[config.mk]
export PLATFORM = sky130hd
export DESIGN_NAME = degree_sine_taylor_series
export DESIGN_NICKNAME = d
export VERILOG_FILES = /design/src/hdl/dsin_pkg.sv /design/src/hdl/dsin_div.sv /design/src/hdl/dsin_mul.sv /design/src/hdl/degree_sine_taylor_series.sv
export VERILOG_INCLUDE_DIRS = /design/src /design/src/hdl
export SDC_FILE = /design/constraint.sdc
export NUM_CORES = 2
export LEC_CHECK = 0
export ABC_AREA = 1
export BUFFER_PORTS_ARGS = -buffer_cell sky130_fd_sc_hd__buf_2
export CORE_MARGIN = 3
export CORE_UTILIZATION = 59
export DETAILED_ROUTE_END_ITERATION = 8
export PLACE_DENSITY = 0.81
export SYNTH_ARGS = -nofsm -noshare
export SYNTH_HDL_FRONTEND = slang
export SYNTH_SLANG_ARGS = --single-unit
[constraint.sdc]
create_clock -name clk -period 6.93 [get_ports clk]
set_input_delay 2.079 -clock clk [delete_from_list [all_inputs] [get_ports clk]]
set_output_delay 2.079 -clock clk [all_outputs]
set_load 0.01 [all_outputs]
[src/hdl/assert_macros.svh]
// Assertion macros shared by the RTL of the degree sine block.
// Defining ASSERT_OFF removes every assertion body; no other dependencies.
`ifndef ASSERT_MACROS_SVH
`define ASSERT_MACROS_SVH
`ifndef ASSERT_OFF
`define ASSERT_IMPLY(lbl, clk, rst_n, ante, cons) \
	lbl: assert property (@(posedge clk) disable iff (!rst_n) (ante) |-> (cons)) \
		else $error("implication check failed");
`define ASSERT_NEVER(lbl, clk, rst_n, cond) \
	lbl: assert property (@(posedge clk) disable iff (!rst_n) !(cond)) \
		else $error("forbidden condition seen");
`else
`define ASSERT_IMPLY(lbl, clk, rst_n, ante, cons)
`define ASSERT_NEVER(lbl, clk, rst_n, cond)
`endif
`endif

[src/hdl/dsin_pkg.sv]
// Shared types, constants and the microcode table of the degree sine block.
// Used by dsin_div, dsin_mul and degree_sine_taylor_series; no dependencies.
`default_nettype none

package dsin_pkg;

	// Angle constants in 1/256 degree.
	localparam logic [16:0] DEG_FULL    = 17'd92160;
	localparam logic [16:0] DEG_HALF    = 17'd46080;
	localparam logic [16:0] DEG_QUARTER = 17'd23040;
	localparam logic [16:0] DEG_THREEQ  = 17'd69120;

	// Degrees to radians: deg256 * PI_NUM / RAD_DEN.
	localparam logic [14:0] PI_NUM  = 15'd31416;
	localparam logic [28:0] RAD_DEN = 29'd460800000;

	// Divisor width of the shared divider, set by RAD_DEN.
	localparam int DVS_W = 29;

	// The 24-bit angle magnitude goes through the divider two bits a step.
	localparam int MOD_PAIRS = 12;

	// Full scale of the Q16 result.
	localparam logic [16:0] SAT_MAG = 17'h10000;

	localparam int PC_W = 4;

	localparam logic [PC_W-1:0] STEP_IDLE  = 4'd0;
	localparam logic [PC_W-1:0] STEP_MOD   = 4'd1;
	localparam logic [PC_W-1:0] STEP_MOD_W = 4'd2;
	localparam logic [PC_W-1:0] STEP_FOLD  = 4'd3;
	localparam logic [PC_W-1:0] STEP_RAD   = 4'd4;
	localparam logic [PC_W-1:0] STEP_RAD_W = 4'd5;
	localparam logic [PC_W-1:0] STEP_SQ    = 4'd6;
	localparam logic [PC_W-1:0] STEP_SQ_W  = 4'd7;
	localparam logic [PC_W-1:0] STEP_ACCUM = 4'd8;
	localparam logic [PC_W-1:0] STEP_MUL   = 4'd9;
	localparam logic [PC_W-1:0] STEP_MUL_W = 4'd10;
	localparam logic [PC_W-1:0] STEP_DIV   = 4'd11;
	localparam logic [PC_W-1:0] STEP_DIV_W = 4'd12;
	localparam logic [PC_W-1:0] STEP_ABS   = 4'd13;
	localparam logic [PC_W-1:0] STEP_ROUND = 4'd14;
	localparam logic [PC_W-1:0] STEP_EMIT  = 4'd15;

	typedef enum logic [3:0] {
		ACT_NONE,
		ACT_LOAD_IN,
		ACT_DIV_MOD,
		ACT_TAKE_MOD,
		ACT_FOLD,
		ACT_DIV_RAD,
		ACT_TAKE_RAD,
		ACT_MUL_SQ,
		ACT_TAKE_SQ,
		ACT_ACCUM,
		ACT_MUL_TERM,
		ACT_TAKE_PROD,
		ACT_DIV_TERM,
		ACT_TAKE_TERM,
		ACT_ABS,
		ACT_ROUND
	} act_t;

	typedef enum logic [2:0] {
		W_NONE,
		W_INPUT,
		W_DIV,
		W_MUL,
		W_OUT
	} wait_t;

	typedef enum logic [1:0] {
		J_NEXT,
		J_ALWAYS,
		J_STOP
	} jump_t;

	typedef struct packed {
		act_t            act;
		wait_t           wt;
		jump_t           jmp;
		logic [PC_W-1:0] target;
	} ctrl_word_t;

	// Status of a multi-cycle arithmetic unit.
	typedef struct packed {
		logic busy;
		logic done;
	} unit_stat_t;

	// Control store. A step holds until its wait condition is met, then
	// performs its action and moves on.
	function automatic ctrl_word_t ucode(input logic [PC_W-1:0] pc);
		ctrl_word_t cw;
		cw = '{ACT_NONE, W_NONE, J_NEXT, STEP_IDLE};
		case (pc)
			STEP_IDLE:  cw = '{ACT_LOAD_IN,   W_INPUT, J_NEXT,   STEP_IDLE};
			STEP_MOD:   cw = '{ACT_DIV_MOD,   W_NONE,  J_NEXT,   STEP_IDLE};
			STEP_MOD_W: cw = '{ACT_TAKE_MOD,  W_DIV,   J_NEXT,   STEP_IDLE};
			STEP_FOLD:  cw = '{ACT_FOLD,      W_NONE,  J_NEXT,   STEP_IDLE};
			STEP_RAD:   cw = '{ACT_DIV_RAD,   W_NONE,  J_NEXT,   STEP_IDLE};
			STEP_RAD_W: cw = '{ACT_TAKE_RAD,  W_DIV,   J_NEXT,   STEP_IDLE};
			STEP_SQ:    cw = '{ACT_MUL_SQ,    W_NONE,  J_NEXT,   STEP_IDLE};
			STEP_SQ_W:  cw = '{ACT_TAKE_SQ,   W_MUL,   J_NEXT,   STEP_IDLE};
			STEP_ACCUM: cw = '{ACT_ACCUM,     W_NONE,  J_STOP,   STEP_ABS};
			STEP_MUL:   cw = '{ACT_MUL_TERM,  W_NONE,  J_NEXT,   STEP_IDLE};
			STEP_MUL_W: cw = '{ACT_TAKE_PROD, W_MUL,   J_NEXT,   STEP_IDLE};
			STEP_DIV:   cw = '{ACT_DIV_TERM,  W_NONE,  J_NEXT,   STEP_IDLE};
			STEP_DIV_W: cw = '{ACT_TAKE_TERM, W_DIV,   J_ALWAYS, STEP_ACCUM};
			STEP_ABS:   cw = '{ACT_ABS,       W_NONE,  J_NEXT,   STEP_IDLE};
			STEP_ROUND: cw = '{ACT_ROUND,     W_NONE,  J_NEXT,   STEP_IDLE};
			STEP_EMIT:  cw = '{ACT_NONE,      W_OUT,   J_ALWAYS, STEP_IDLE};
			default:    cw = '{ACT_NONE,      W_NONE,  J_ALWAYS, STEP_IDLE};
		endcase
		return cw;
	endfunction

	// Series divisor (2k)(2k+1) for term index k.
	function automatic logic [8:0] term_div(input logic [3:0] k);
		logic [8:0] k2;
		k2 = {4'b0, k, 1'b0};
		return 9'(k2 * (k2 + 9'd1));
	endfunction

endpackage

`default_nettype wire

[src/hdl/dsin_div.sv]
// Shared restoring divider of the degree sine block, two quotient bits a cycle.
// Depends on dsin_pkg for the divisor width and the status struct.
`default_nettype none

module dsin_div #(
	parameter int DIVW = 62,
	parameter int PW   = 5
) (
	input  wire logic                          clk,
	input  wire logic                          arst_n,
	input  wire logic                          start,
	input  wire logic [DIVW-1:0]               dividend,
	input  wire logic [dsin_pkg::DVS_W-1:0]    divisor,
	input  wire logic [PW-1:0]                 pairs,
	output      logic [DIVW-1:0]               quotient,
	output      logic [dsin_pkg::DVS_W-1:0]    remainder,
	output      dsin_pkg::unit_stat_t          stat
);

	localparam int VW = dsin_pkg::DVS_W;

	logic [PW-1:0]   cnt_q;
	logic            done_q;
	logic [DIVW-1:0] dvd_q;
	logic [DIVW-1:0] quo_q;
	logic [VW-1:0]   rem_q;
	logic [VW-1:0]   dvs_q;

	logic [VW:0]   t1, t2;
	logic          ge1, ge2;
	logic [VW-1:0] r1, r2;

	// The dividend enters at its top; each cycle retires two bits.
	always_comb begin
		t1  = {rem_q, dvd_q[DIVW-1]};
		ge1 = t1 >= {1'b0, dvs_q};
		r1  = ge1 ? VW'(t1 - {1'b0, dvs_q}) : VW'(t1);
		t2  = {r1, dvd_q[DIVW-2]};
		ge2 = t2 >= {1'b0, dvs_q};
		r2  = ge2 ? VW'(t2 - {1'b0, dvs_q}) : VW'(t2);
	end

	always_ff @(posedge clk or negedge arst_n) begin
		if (!arst_n) begin
			cnt_q  <= '0;
			done_q <= 1'b0;
		end else if (start) begin
			cnt_q  <= pairs;
			done_q <= 1'b0;
		end else if (cnt_q != '0) begin
			cnt_q  <= cnt_q - PW'(1);
			done_q <= cnt_q == PW'(1);
		end else begin
			done_q <= 1'b0;
		end
	end

	always_ff @(posedge clk) begin
		if (start) begin
			dvd_q <= dividend;
			quo_q <= '0;
			rem_q <= '0;
			dvs_q <= divisor;
		end else if (cnt_q != '0) begin
			dvd_q <= dvd_q << 2;
			quo_q <= {quo_q[DIVW-3:0], ge1, ge2};
			rem_q <= r2;
		end
	end

	assign quotient  = quo_q;
	assign remainder = rem_q;
	assign stat.busy = cnt_q != '0;
	assign stat.done = done_q;

endmodule

`default_nettype wire

[src/hdl/dsin_mul.sv]
// Chunked fixed-point multiplier of the degree sine block: 16 bits of b a cycle,
// result rounded half up at FB fraction bits. Depends on dsin_pkg.
`default_nettype none

module dsin_mul #(
	parameter int WW = 33,
	parameter int FB = 30
) (
	input  wire logic          clk,
	input  wire logic          arst_n,
	input  wire logic          start,
	input  wire logic [WW-1:0] a,
	input  wire logic [WW-1:0] b,
	output      logic [WW-1:0] result,
	output      dsin_pkg::unit_stat_t stat
);

	localparam int CH = (WW + 15) / 16;
	localparam int BW = CH * 16;
	localparam int AW = WW + BW;
	localparam int CW = $clog2(CH + 1);

	logic [CW-1:0]   cnt_q;
	logic            pv_s1;
	logic            last_s1;
	logic            done_q;
	logic [WW-1:0]   a_q;
	logic [BW-1:0]   b_q;
	logic [WW+15:0]  pp_s1;
	logic [AW-1:0]   acc_q;
	logic [WW+15:0]  pp_w;
	logic [AW-1:0]   rnd_w;

	// Most significant chunk first, so the accumulator only ever shifts left.
	assign pp_w = (WW+16)'(a_q) * (WW+16)'(b_q[BW-1 -: 16]);

	always_ff @(posedge clk or negedge arst_n) begin
		if (!arst_n) begin
			cnt_q   <= '0;
			pv_s1   <= 1'b0;
			last_s1 <= 1'b0;
			done_q  <= 1'b0;
		end else if (start) begin
			cnt_q   <= CW'(CH);
			pv_s1   <= 1'b0;
			last_s1 <= 1'b0;
			done_q  <= 1'b0;
		end else begin
			pv_s1   <= cnt_q != '0;
			last_s1 <= cnt_q == CW'(1);
			done_q  <= pv_s1 && last_s1;
			if (cnt_q != '0) begin
				cnt_q <= cnt_q - CW'(1);
			end
		end
	end

	always_ff @(posedge clk) begin
		if (start) begin
			a_q   <= a;
			b_q   <= BW'(b);
			acc_q <= '0;
		end else begin
			if (cnt_q != '0) begin
				pp_s1 <= pp_w;
				b_q   <= b_q << 16;
			end
			if (pv_s1) begin
				acc_q <= (acc_q << 16) + AW'(pp_s1);
			end
		end
	end

	assign rnd_w     = acc_q + (AW'(1) << (FB - 1));
	assign result    = WW'(rnd_w >> FB);
	assign stat.busy = (cnt_q != '0) || pv_s1;
	assign stat.done = done_q;

endmodule

`default_nettype wire

[src/hdl/degree_sine_taylor_series.sv]
// Top level of the degree sine block: microcode sequencer and datapath.
// Depends on dsin_pkg, dsin_div, dsin_mul and assert_macros.svh.
//
// Usage. An item on the input channel (in_valid, in_stall, angle_deg) is a
// signed angle in 1/256 degree. For each item the block returns one item on
// the output channel (out_valid, out_stall, sine_value, terms_used): the sine
// in signed Q16 and the number of Taylor terms that were summed. An item is
// taken at a clock edge where valid is high and stall is low.
// Sequencing: one item is worked on at a time. A short program in a control
// store steps a shared 2-bit-per-cycle divider and a 16-bit-chunked
// multiplier; the divider sets the time. Each term after the first adds a
// multiply and a divide. The next item is accepted as soon as the sequencer
// is back at its first step, even while the previous result is still held.
// A stalled result stays in the output register, unchanged; the sequencer
// waits only when a new result is ready and the register is still full.
// term_threshold is to be written by the user through cfg_wr_en and
// cfg_wr_data only while idle; the block itself does not enforce this.
// Reset (arst_n low) returns the sequencer to its first step, empties the
// output register and sets the threshold back to 7.
`default_nettype none
`include "assert_macros.svh"

module degree_sine_taylor_series #(
	parameter int MAX_TERMS      = 8,
	parameter int WORK_FRAC_BITS = 30
) (
	input  wire logic               clk,
	input  wire logic               arst_n,
	input  wire logic               cfg_wr_en,
	input  wire logic [15:0]        cfg_wr_data,
	input  wire logic               in_valid,
	output      logic               in_stall,
	input  wire logic signed [23:0] angle_deg,
	output      logic               out_valid,
	input  wire logic               out_stall,
	output      logic signed [17:0] sine_value,
	output      logic [3:0]         terms_used
);

	// Working width: terms, x^2 and the signed partial sum all stay below
	// four in magnitude, so three integer bits cover them.
	localparam int FB         = WORK_FRAC_BITS;
	localparam int WW         = FB + 3;
	// The degree-to-radian division has a dividend of FB+31 bits.
	localparam int DIV_PAIRS  = (FB + 32) / 2;
	localparam int DIVW       = 2 * DIV_PAIRS;
	localparam int TERM_PAIRS = (FB + 4) / 2;
	localparam int TDW        = 2 * TERM_PAIRS;
	localparam int PW         = $clog2(DIV_PAIRS + 1);
	localparam int VW         = dsin_pkg::DVS_W;
	// Rounding constant of the Q16 result; there is none at 16 fraction bits.
	localparam logic [WW-1:0] RND_HALF =
		(FB > 16) ? (WW'(1) << ((FB > 16) ? FB - 17 : 0)) : '0;

	logic [dsin_pkg::PC_W-1:0] pc_q, pc_nx;
	dsin_pkg::ctrl_word_t      cw;
	logic                      go;
	logic                      stop;

	logic [15:0]   thr_q;
	logic [23:0]   mag_q;
	logic          neg_q;
	logic [16:0]   r_q;
	logic [WW-1:0] term_q;
	logic [WW-1:0] x2_q;
	logic [WW-1:0] t_q;
	logic [WW-1:0] sum_q;
	logic [WW-1:0] smag_q;
	logic [3:0]    cnt_q;
	logic [16:0]   q_q;

	logic               out_valid_q;
	logic signed [17:0] sine_value_q;
	logic [3:0]         terms_used_q;

	logic [WW-1:0] thr_w;
	logic [3:0]    cnt_nx;
	logic [31:0]   rad_prod;
	logic [8:0]    tdiv;
	logic [WW-1:0] rnd_w;
	logic [WW-1:0] rad_q_w;

	logic                 div_start;
	logic [DIVW-1:0]      div_dvd;
	logic [VW-1:0]        div_dvs;
	logic [PW-1:0]        div_pairs;
	logic [DIVW-1:0]      div_quo;
	logic [VW-1:0]        div_rem;
	dsin_pkg::unit_stat_t div_st;

	logic                 mul_start;
	logic [WW-1:0]        mul_a;
	logic [WW-1:0]        mul_b;
	logic [WW-1:0]        mul_res;
	dsin_pkg::unit_stat_t mul_st;

	// ---------------------------------------------------------------------
	// Sequencer
	// ---------------------------------------------------------------------
	assign cw = dsin_pkg::ucode(pc_q);

	// The series stops once a term is at or below the threshold, or once
	// the count reaches its limit.
	assign thr_w  = WW'(thr_q) << (FB - 16);
	assign cnt_nx = cnt_q + 4'd1;
	assign stop   = (term_q <= thr_w) || (cnt_nx >= 4'(MAX_TERMS));

	always_comb begin
		case (cw.wt)
			dsin_pkg::W_NONE:  go = 1'b1;
			dsin_pkg::W_INPUT: go = in_valid;
			dsin_pkg::W_DIV:   go = div_st.done;
			dsin_pkg::W_MUL:   go = mul_st.done;
			dsin_pkg::W_OUT:   go = !out_valid_q || !out_stall;
			default:           go = 1'b0;
		endcase
		pc_nx = pc_q;
		if (go) begin
			case (cw.jmp)
				dsin_pkg::J_NEXT:   pc_nx = pc_q + dsin_pkg::PC_W'(1);
				dsin_pkg::J_ALWAYS: pc_nx = cw.target;
				dsin_pkg::J_STOP:   pc_nx = stop ? cw.target : pc_q + dsin_pkg::PC_W'(1);
				default:            pc_nx = dsin_pkg::STEP_IDLE;
			endcase
		end
	end

	always_ff @(posedge clk or negedge arst_n) begin
		if (!arst_n) begin
			pc_q <= dsin_pkg::STEP_IDLE;
		end else begin
			pc_q <= pc_nx;
		end
	end

	// The only step that takes an item is the one waiting on the input.
	assign in_stall = cw.wt != dsin_pkg::W_INPUT;

	always_ff @(posedge clk or negedge arst_n) begin
		if (!arst_n) begin
			thr_q <= 16'd7;
		end else if (cfg_wr_en) begin
			thr_q <= cfg_wr_data;
		end
	end

	// ---------------------------------------------------------------------
	// Operand selection for the shared units
	// ---------------------------------------------------------------------
	assign rad_prod = 32'(r_q) * 32'(dsin_pkg::PI_NUM);
	assign tdiv     = dsin_pkg::term_div(cnt_q);

	always_comb begin
		div_start = 1'b0;
		div_dvd   = '0;
		div_dvs   = '0;
		div_pairs = '0;
		mul_start = 1'b0;
		mul_a     = term_q;
		mul_b     = term_q;
		case (cw.act)
			dsin_pkg::ACT_DIV_MOD: begin
				// The remainder of this division is the angle modulo 360 degrees.
				div_start = go;
				div_dvd   = DIVW'(mag_q) << (DIVW - 24);
				div_dvs   = VW'(dsin_pkg::DEG_FULL);
				div_pairs = PW'(dsin_pkg::MOD_PAIRS);
			end
			dsin_pkg::ACT_DIV_RAD: begin
				// One extra quotient bit is kept for rounding to nearest.
				div_start = go;
				div_dvd   = DIVW'(rad_prod[29:0]) << (FB + 1);
				div_dvs   = dsin_pkg::RAD_DEN;
				div_pairs = PW'(DIV_PAIRS);
			end
			dsin_pkg::ACT_DIV_TERM: begin
				// Adding half the divisor rounds the quotient to nearest.
				div_start = go;
				div_dvd   = DIVW'(t_q + WW'(tdiv >> 1)) << (DIVW - TDW);
				div_dvs   = VW'(tdiv);
				div_pairs = PW'(TERM_PAIRS);
			end
			dsin_pkg::ACT_MUL_SQ: begin
				mul_start = go;
			end
			dsin_pkg::ACT_MUL_TERM: begin
				mul_start = go;
				mul_b     = x2_q;
			end
			default: begin
				div_start = 1'b0;
			end
		endcase
	end

	dsin_div #(
		.DIVW(DIVW),
		.PW  (PW)
	) u_div (
		.clk      (clk),
		.arst_n   (arst_n),
		.start    (div_start),
		.dividend (div_dvd),
		.divisor  (div_dvs),
		.pairs    (div_pairs),
		.quotient (div_quo),
		.remainder(div_rem),
		.stat     (div_st)
	);

	dsin_mul #(
		.WW(WW),
		.FB(FB)
	) u_mul (
		.clk   (clk),
		.arst_n(arst_n),
		.start (mul_start),
		.a     (mul_a),
		.b     (mul_b),
		.result(mul_res),
		.stat  (mul_st)
	);

	// ---------------------------------------------------------------------
	// Datapath registers
	// ---------------------------------------------------------------------
	assign rad_q_w = div_quo[WW-1:0] + WW'(1);
	assign rnd_w   = (smag_q + RND_HALF) >> (FB - 16);

	always_ff @(posedge clk) begin
		if (go) begin
			case (cw.act)
				dsin_pkg::ACT_LOAD_IN: begin
					// The most negative angle keeps its magnitude in 24 bits.
					mag_q <= angle_deg[23] ? 24'(-angle_deg) : 24'(angle_deg);
					neg_q <= angle_deg[23];
					sum_q <= '0;
					cnt_q <= '0;
				end
				dsin_pkg::ACT_TAKE_MOD: begin
					r_q <= div_rem[16:0];
				end
				dsin_pkg::ACT_FOLD: begin
					// Fold into 0..90 degrees. Exactly 180 maps to zero with a
					// positive sign, and exactly 270 to 90 with a negative one.
					if (r_q > dsin_pkg::DEG_THREEQ) begin
						r_q   <= dsin_pkg::DEG_FULL - r_q;
						neg_q <= !neg_q;
					end else if (r_q > dsin_pkg::DEG_HALF) begin
						r_q   <= r_q - dsin_pkg::DEG_HALF;
						neg_q <= !neg_q;
					end else if (r_q > dsin_pkg::DEG_QUARTER) begin
						r_q <= dsin_pkg::DEG_HALF - r_q;
					end
				end
				dsin_pkg::ACT_TAKE_RAD: begin
					term_q <= rad_q_w >> 1;
				end
				dsin_pkg::ACT_TAKE_SQ: begin
					x2_q <= mul_res;
				end
				dsin_pkg::ACT_ACCUM: begin
					// Odd-numbered terms are subtracted.
					sum_q <= cnt_q[0] ? sum_q - term_q : sum_q + term_q;
					cnt_q <= cnt_nx;
				end
				dsin_pkg::ACT_TAKE_PROD: begin
					t_q <= mul_res;
				end
				dsin_pkg::ACT_TAKE_TERM: begin
					term_q <= div_quo[WW-1:0];
				end
				dsin_pkg::ACT_ABS: begin
					// A negative sum flips the sign, so rounding works on magnitude.
					smag_q <= sum_q[WW-1] ? -sum_q : sum_q;
					neg_q  <= neg_q ^ sum_q[WW-1];
				end
				dsin_pkg::ACT_ROUND: begin
					q_q <= (rnd_w > WW'(dsin_pkg::SAT_MAG)) ? dsin_pkg::SAT_MAG : rnd_w[16:0];
				end
				default: begin
					cnt_q <= cnt_q;
				end
			endcase
		end
	end

	// ---------------------------------------------------------------------
	// Output register
	// ---------------------------------------------------------------------
	always_ff @(posedge clk or negedge arst_n) begin
		if (!arst_n) begin
			out_valid_q <= 1'b0;
		end else if (go && cw.wt == dsin_pkg::W_OUT) begin
			out_valid_q <= 1'b1;
		end else if (!out_stall) begin
			out_valid_q <= 1'b0;
		end
	end

	always_ff @(posedge clk) begin
		if (go && cw.wt == dsin_pkg::W_OUT) begin
			sine_value_q <= neg_q ? -$signed({1'b0, q_q}) : $signed({1'b0, q_q});
			terms_used_q <= cnt_q;
		end
	end

	assign out_valid  = out_valid_q;
	assign sine_value = sine_value_q;
	assign terms_used = terms_used_q;

	// ---------------------------------------------------------------------
	// Assertions
	// ---------------------------------------------------------------------
	`ASSERT_IMPLY(a_div_done_awaited, clk, arst_n, div_st.done, cw.wt == dsin_pkg::W_DIV)
	`ASSERT_IMPLY(a_mul_done_awaited, clk, arst_n, mul_st.done, cw.wt == dsin_pkg::W_MUL)
	`ASSERT_NEVER(a_div_overlap, clk, arst_n, div_start && div_st.busy)
	`ASSERT_IMPLY(a_terms_range, clk, arst_n, out_valid_q, (terms_used_q != 4'd0) && (terms_used_q <= 4'(MAX_TERMS)))

endmodule

`default_nettype wire
==> flow_summary_export.csv <==
group,metric,value,unit
place,place.port_buffers,68,
floorplan,die_area,0.0982,mm^2
floorplan,num_io_pins,69,
global_routing,grt_start_max_net_pins,89,
logic_synthesis,async_reset_ff_share,5.62,%
sta,fmax,0.148,GHz
logic_synthesis,ys_ff_latch,569,
floorplan,row_count,112,
place,pre_cts_ws,0.0710,ns
logic_synthesis,syn_area,0.0557,mm^2
worst_hold_path,worstHoldStart,"u_mul.acc_q[10]$_SDFFE_PP0P_",
logic_synthesis,yosys_warnings,0,
setup_path,reg2reg_to,"u_mul.pp_s1[47]$_DFFE_PP_",
logic_synthesis,syn_nets,7872,
cells_and_area,syn_to_final_growth,7.17,%
logic_synthesis,synthFlopType,"edfxtp_1",
worst_hold_path,hold_end,"u_mul.acc_q[10]$_SDFFE_PP0P_",
setup_path,cp.arrival,7.14,ns
sta,finClkSkew,0.0344,ns
sta,final-hold-violation-count,0,
global_routing,grt_usage,31.1,%
global_routing,overflow,0,
place,dp.cells,8071,
clocking,clock_latency,0.66,ns
cells_and_area,drive_above_1_share,5.31,%
cells_and_area,antenna_cells,0,
floorplan,initial_utilization,59.6,%
worst_hold_path,hold_depth,2,
logic_synthesis,ys_types,74,
global_routing,antenna_found_initial,2,
floorplan,dieHeight,313,um
run,drv_cap,0,
sta,fin_crit_sh,97.6,%
worst_hold_path,worstHoldPathType,"reg -> reg",
setup_path,ff2ff_setup_slack,0.17,ns
clocking,htreeDepth,2,
cells_and_area,fin_nets,7885,
clocking,cts.path.max_buffers,3,
logic_synthesis,synth_top_area_share,21.4,%
drt,vias,46400,
clocking,cts_tree,"built",
drt,ant_nets,0,
setup_path,crit_required,7.31,ns
clocking,hold_buffers,0,
cells_and_area,finalCoreUtilization,63.9,%
sta,setup_ws,0.166,ns
cells_and_area,fin_cells,8225,
setup_path,rr_worst_depth,22,
drt,via_per_inst,5.64,
drt,routed_wl,153000,um
clocking,cts_buffers,61,
clocking,path_clk_slew,0.06,ns
floorplan,core_region_area,0.0935,mm^2
clocking,cts_root_buffer,"clkbuf_16",
sta,tightest_slew,1.18,ns
cells_and_area,final_cell_area,0.0597,mm^2
sta,min_period,6.76,ns
sta,finalMaxSlewViolations,0,
place,gp_congestion,0.970,
logic_synthesis,yosys.area.top_type,"edfxtp_1",
logic_synthesis,syn_area_per_cell,8.07,um^2
sta,max_slew_margin,20.7,%
setup_path,cp_max_fo,18,
drt,route.detailed.drc,0,
global_routing,grt_pass1_vias,45900,
floorplan,die_w,313,um
logic_synthesis,synth_commonest_cells,"nand2_1 (1486), inv_1 (1449), fa_1 (523), nor2_1 (492), ha_1 (399)",
drt,firstDrtPassIters,6,
logic_synthesis,ys_seq_area_share,27.9,%
place,place_area,0.0573,mm^2
drt,wire_per_inst,18.6,um
sta,setup_viol_count_final,0,
clocking,cts_sinks,569,
outcome,status,"completed",
setup_path,crit_type,"reg -> reg",
logic_synthesis,yosys.cell_count.top_type,"nand2_1",
logic_synthesis,synth_edf_count,397,
logic_synthesis,synth.area.top_cells,"edfxtp_1 (21%), fa_1 (19%), nand2_1 (10%), inv_1 (9.8%), ha_1 (9.0%)",
logic_synthesis,netlist_instances,6905,
setup_path,timing.rr.start,"u_mul.b_q[38]$_SDFFE_PP0N_",
cells_and_area,fill_cells,7742,
global_routing,grt_pass1_wl,244000,um
setup_path,start_kind,"flip-flop",
drt,drtIter0Drc,4731,
place,dp.final_hpwl,120000,um
setup_path,crit_path_end_kind,"flip-flop",
-- placed cells by master (no fill, tap or decap), types with 88 or more instances in the layout --
cell,n
a21oi_1,363
xor2_1,209
nor2_1,487
dfxtp_1,133
o21ai_0,287
edfxtp_1,397
fa_1,523
inv_1,1447
buf_4,98
xnor2_1,88
ha_1,399
nand3_1,228
nand2_1,1485
-- per-layer routing --
layer | track usage [%] | vias to the layer above | wire [um]
met2 | 51.9 | 1928 | 72500
met5 | 0 | - | 26
met1 | 41.7 | 22200 | 62100
met4 | 11.9 | 4 | 6380
met3 | 4.13 | 423 | 12000
li1 | - | 21800 | -
-- cells by family after synthesis --
family                     Yosys count  synth area share, %
AOI/OAI and AO/OA                  957                 9.84
xor gates and xnor gates           297                 4.67
adders and majority gates          922                 27.8
buffers and inverters             1691                 11.5
DFF                                569                 27.9
muxes                                2               0.0382
and+or+nand+nor                   2467                 18.3
-- stage by stage --
step,hold WS [ns],TNS (ns)
floorplan,0.432,0
global route,0.492,-0.0767
CTS,0.470,0
global placement,0.440,0
finish,0.469,0
detailed placement,0.457,0
-- flip-flops by register name (all words and copies together), names as in the netlist, 5 cells and up --
register and flops:
u_mul.b_q 48, u_mul.a_q 33, u_div.quotient 33, t_q 33
u_div.dvd_q 34, r_q 17, mul_a 33, u_div.dvs_q 11
x2_q 33, thr_q 16, u_mul.acc_q 63, u_mul.pp_s1 49
smag_q 20, sine_value 18, q_q 17, u_div.remainder 29
sum_q 33, mag_q 24, u_div.cnt_q 5
-- critical path, stage by stage, from the launching register on --
cell and delay (ns):
dfxtp_1 0.55, buf_4 0.37, nand2_1 0.16, fa_1 0.56, inv_1 0.05, fa_1 0.53, inv_1 0.05, fa_1 0.51
inv_1 0.05, fa_1 0.47, fa_1 0.54, inv_1 0.05, fa_1 0.52, inv_1 0.04, ha_1 0.39, nand2_1 0.12
nor2_1 0.21, inv_1 0.11, nor4_2 0.42, o21ai_0 0.26, o2111ai_1 0.21, a21oi_1 0.14, xnor2_1 0.17
-- cell type report --
class | count | area (um^2) | share of cell area, %
multi-input combinational | 4645 | 33900 | 56.7
clock buffer | 83 | 1720 | 2.89
tap | 1254 | 1570 | 2.63
sequential | 569 | 15500 | 26.0
inverter | 1466 | 5510 | 9.23
clock inverter | 33 | 275 | 0.461
timing repair buffer | 175 | 1230 | 2.06
-- how the worst max path moves through the flow --
stage | slack (ns) | endpoint | from | cells past startpoint
2_1_floorplan | 0.73 | u_mul.pp_s1[35]$_DFFE_PP_ | u_mul.a_q[9]$_DFFE_PP_ | 23
3_3_place_gp | 0.02 | u_mul.pp_s1[47]$_DFFE_PP_ | u_mul.b_q[42]$_SDFFE_PP0N_ | 20
3_5_place_dp | 0.07 | u_mul.pp_s1[47]$_DFFE_PP_ | u_mul.b_q[44]$_SDFFE_PP0N_ | 20
4_1_cts | 0.02 | u_mul.pp_s1[47]$_DFFE_PP_ | u_mul.b_q[44]$_SDFFE_PP0N_ | 20
5_1_grt | -0.07 | u_mul.pp_s1[47]$_DFFE_PP_ | u_mul.b_q[36]$_SDFFE_PP0N_ | 22
6_report | 0.17 | u_mul.pp_s1[47]$_DFFE_PP_ | u_mul.b_q[38]$_SDFFE_PP0N_ | 22
-- what timing repair did --
| item | 4_1_cts | 5_1_grt |
|---|---|---|
| setup endpoints to repair | 0 | 12 |
| resized for setup | 0 | 15 |
| buffers inserted | 0 | 38 |
Power is left out: the tool's default activity adds up to more than one toggle a clock period on the data nets, which glitch-free logic cannot reach.
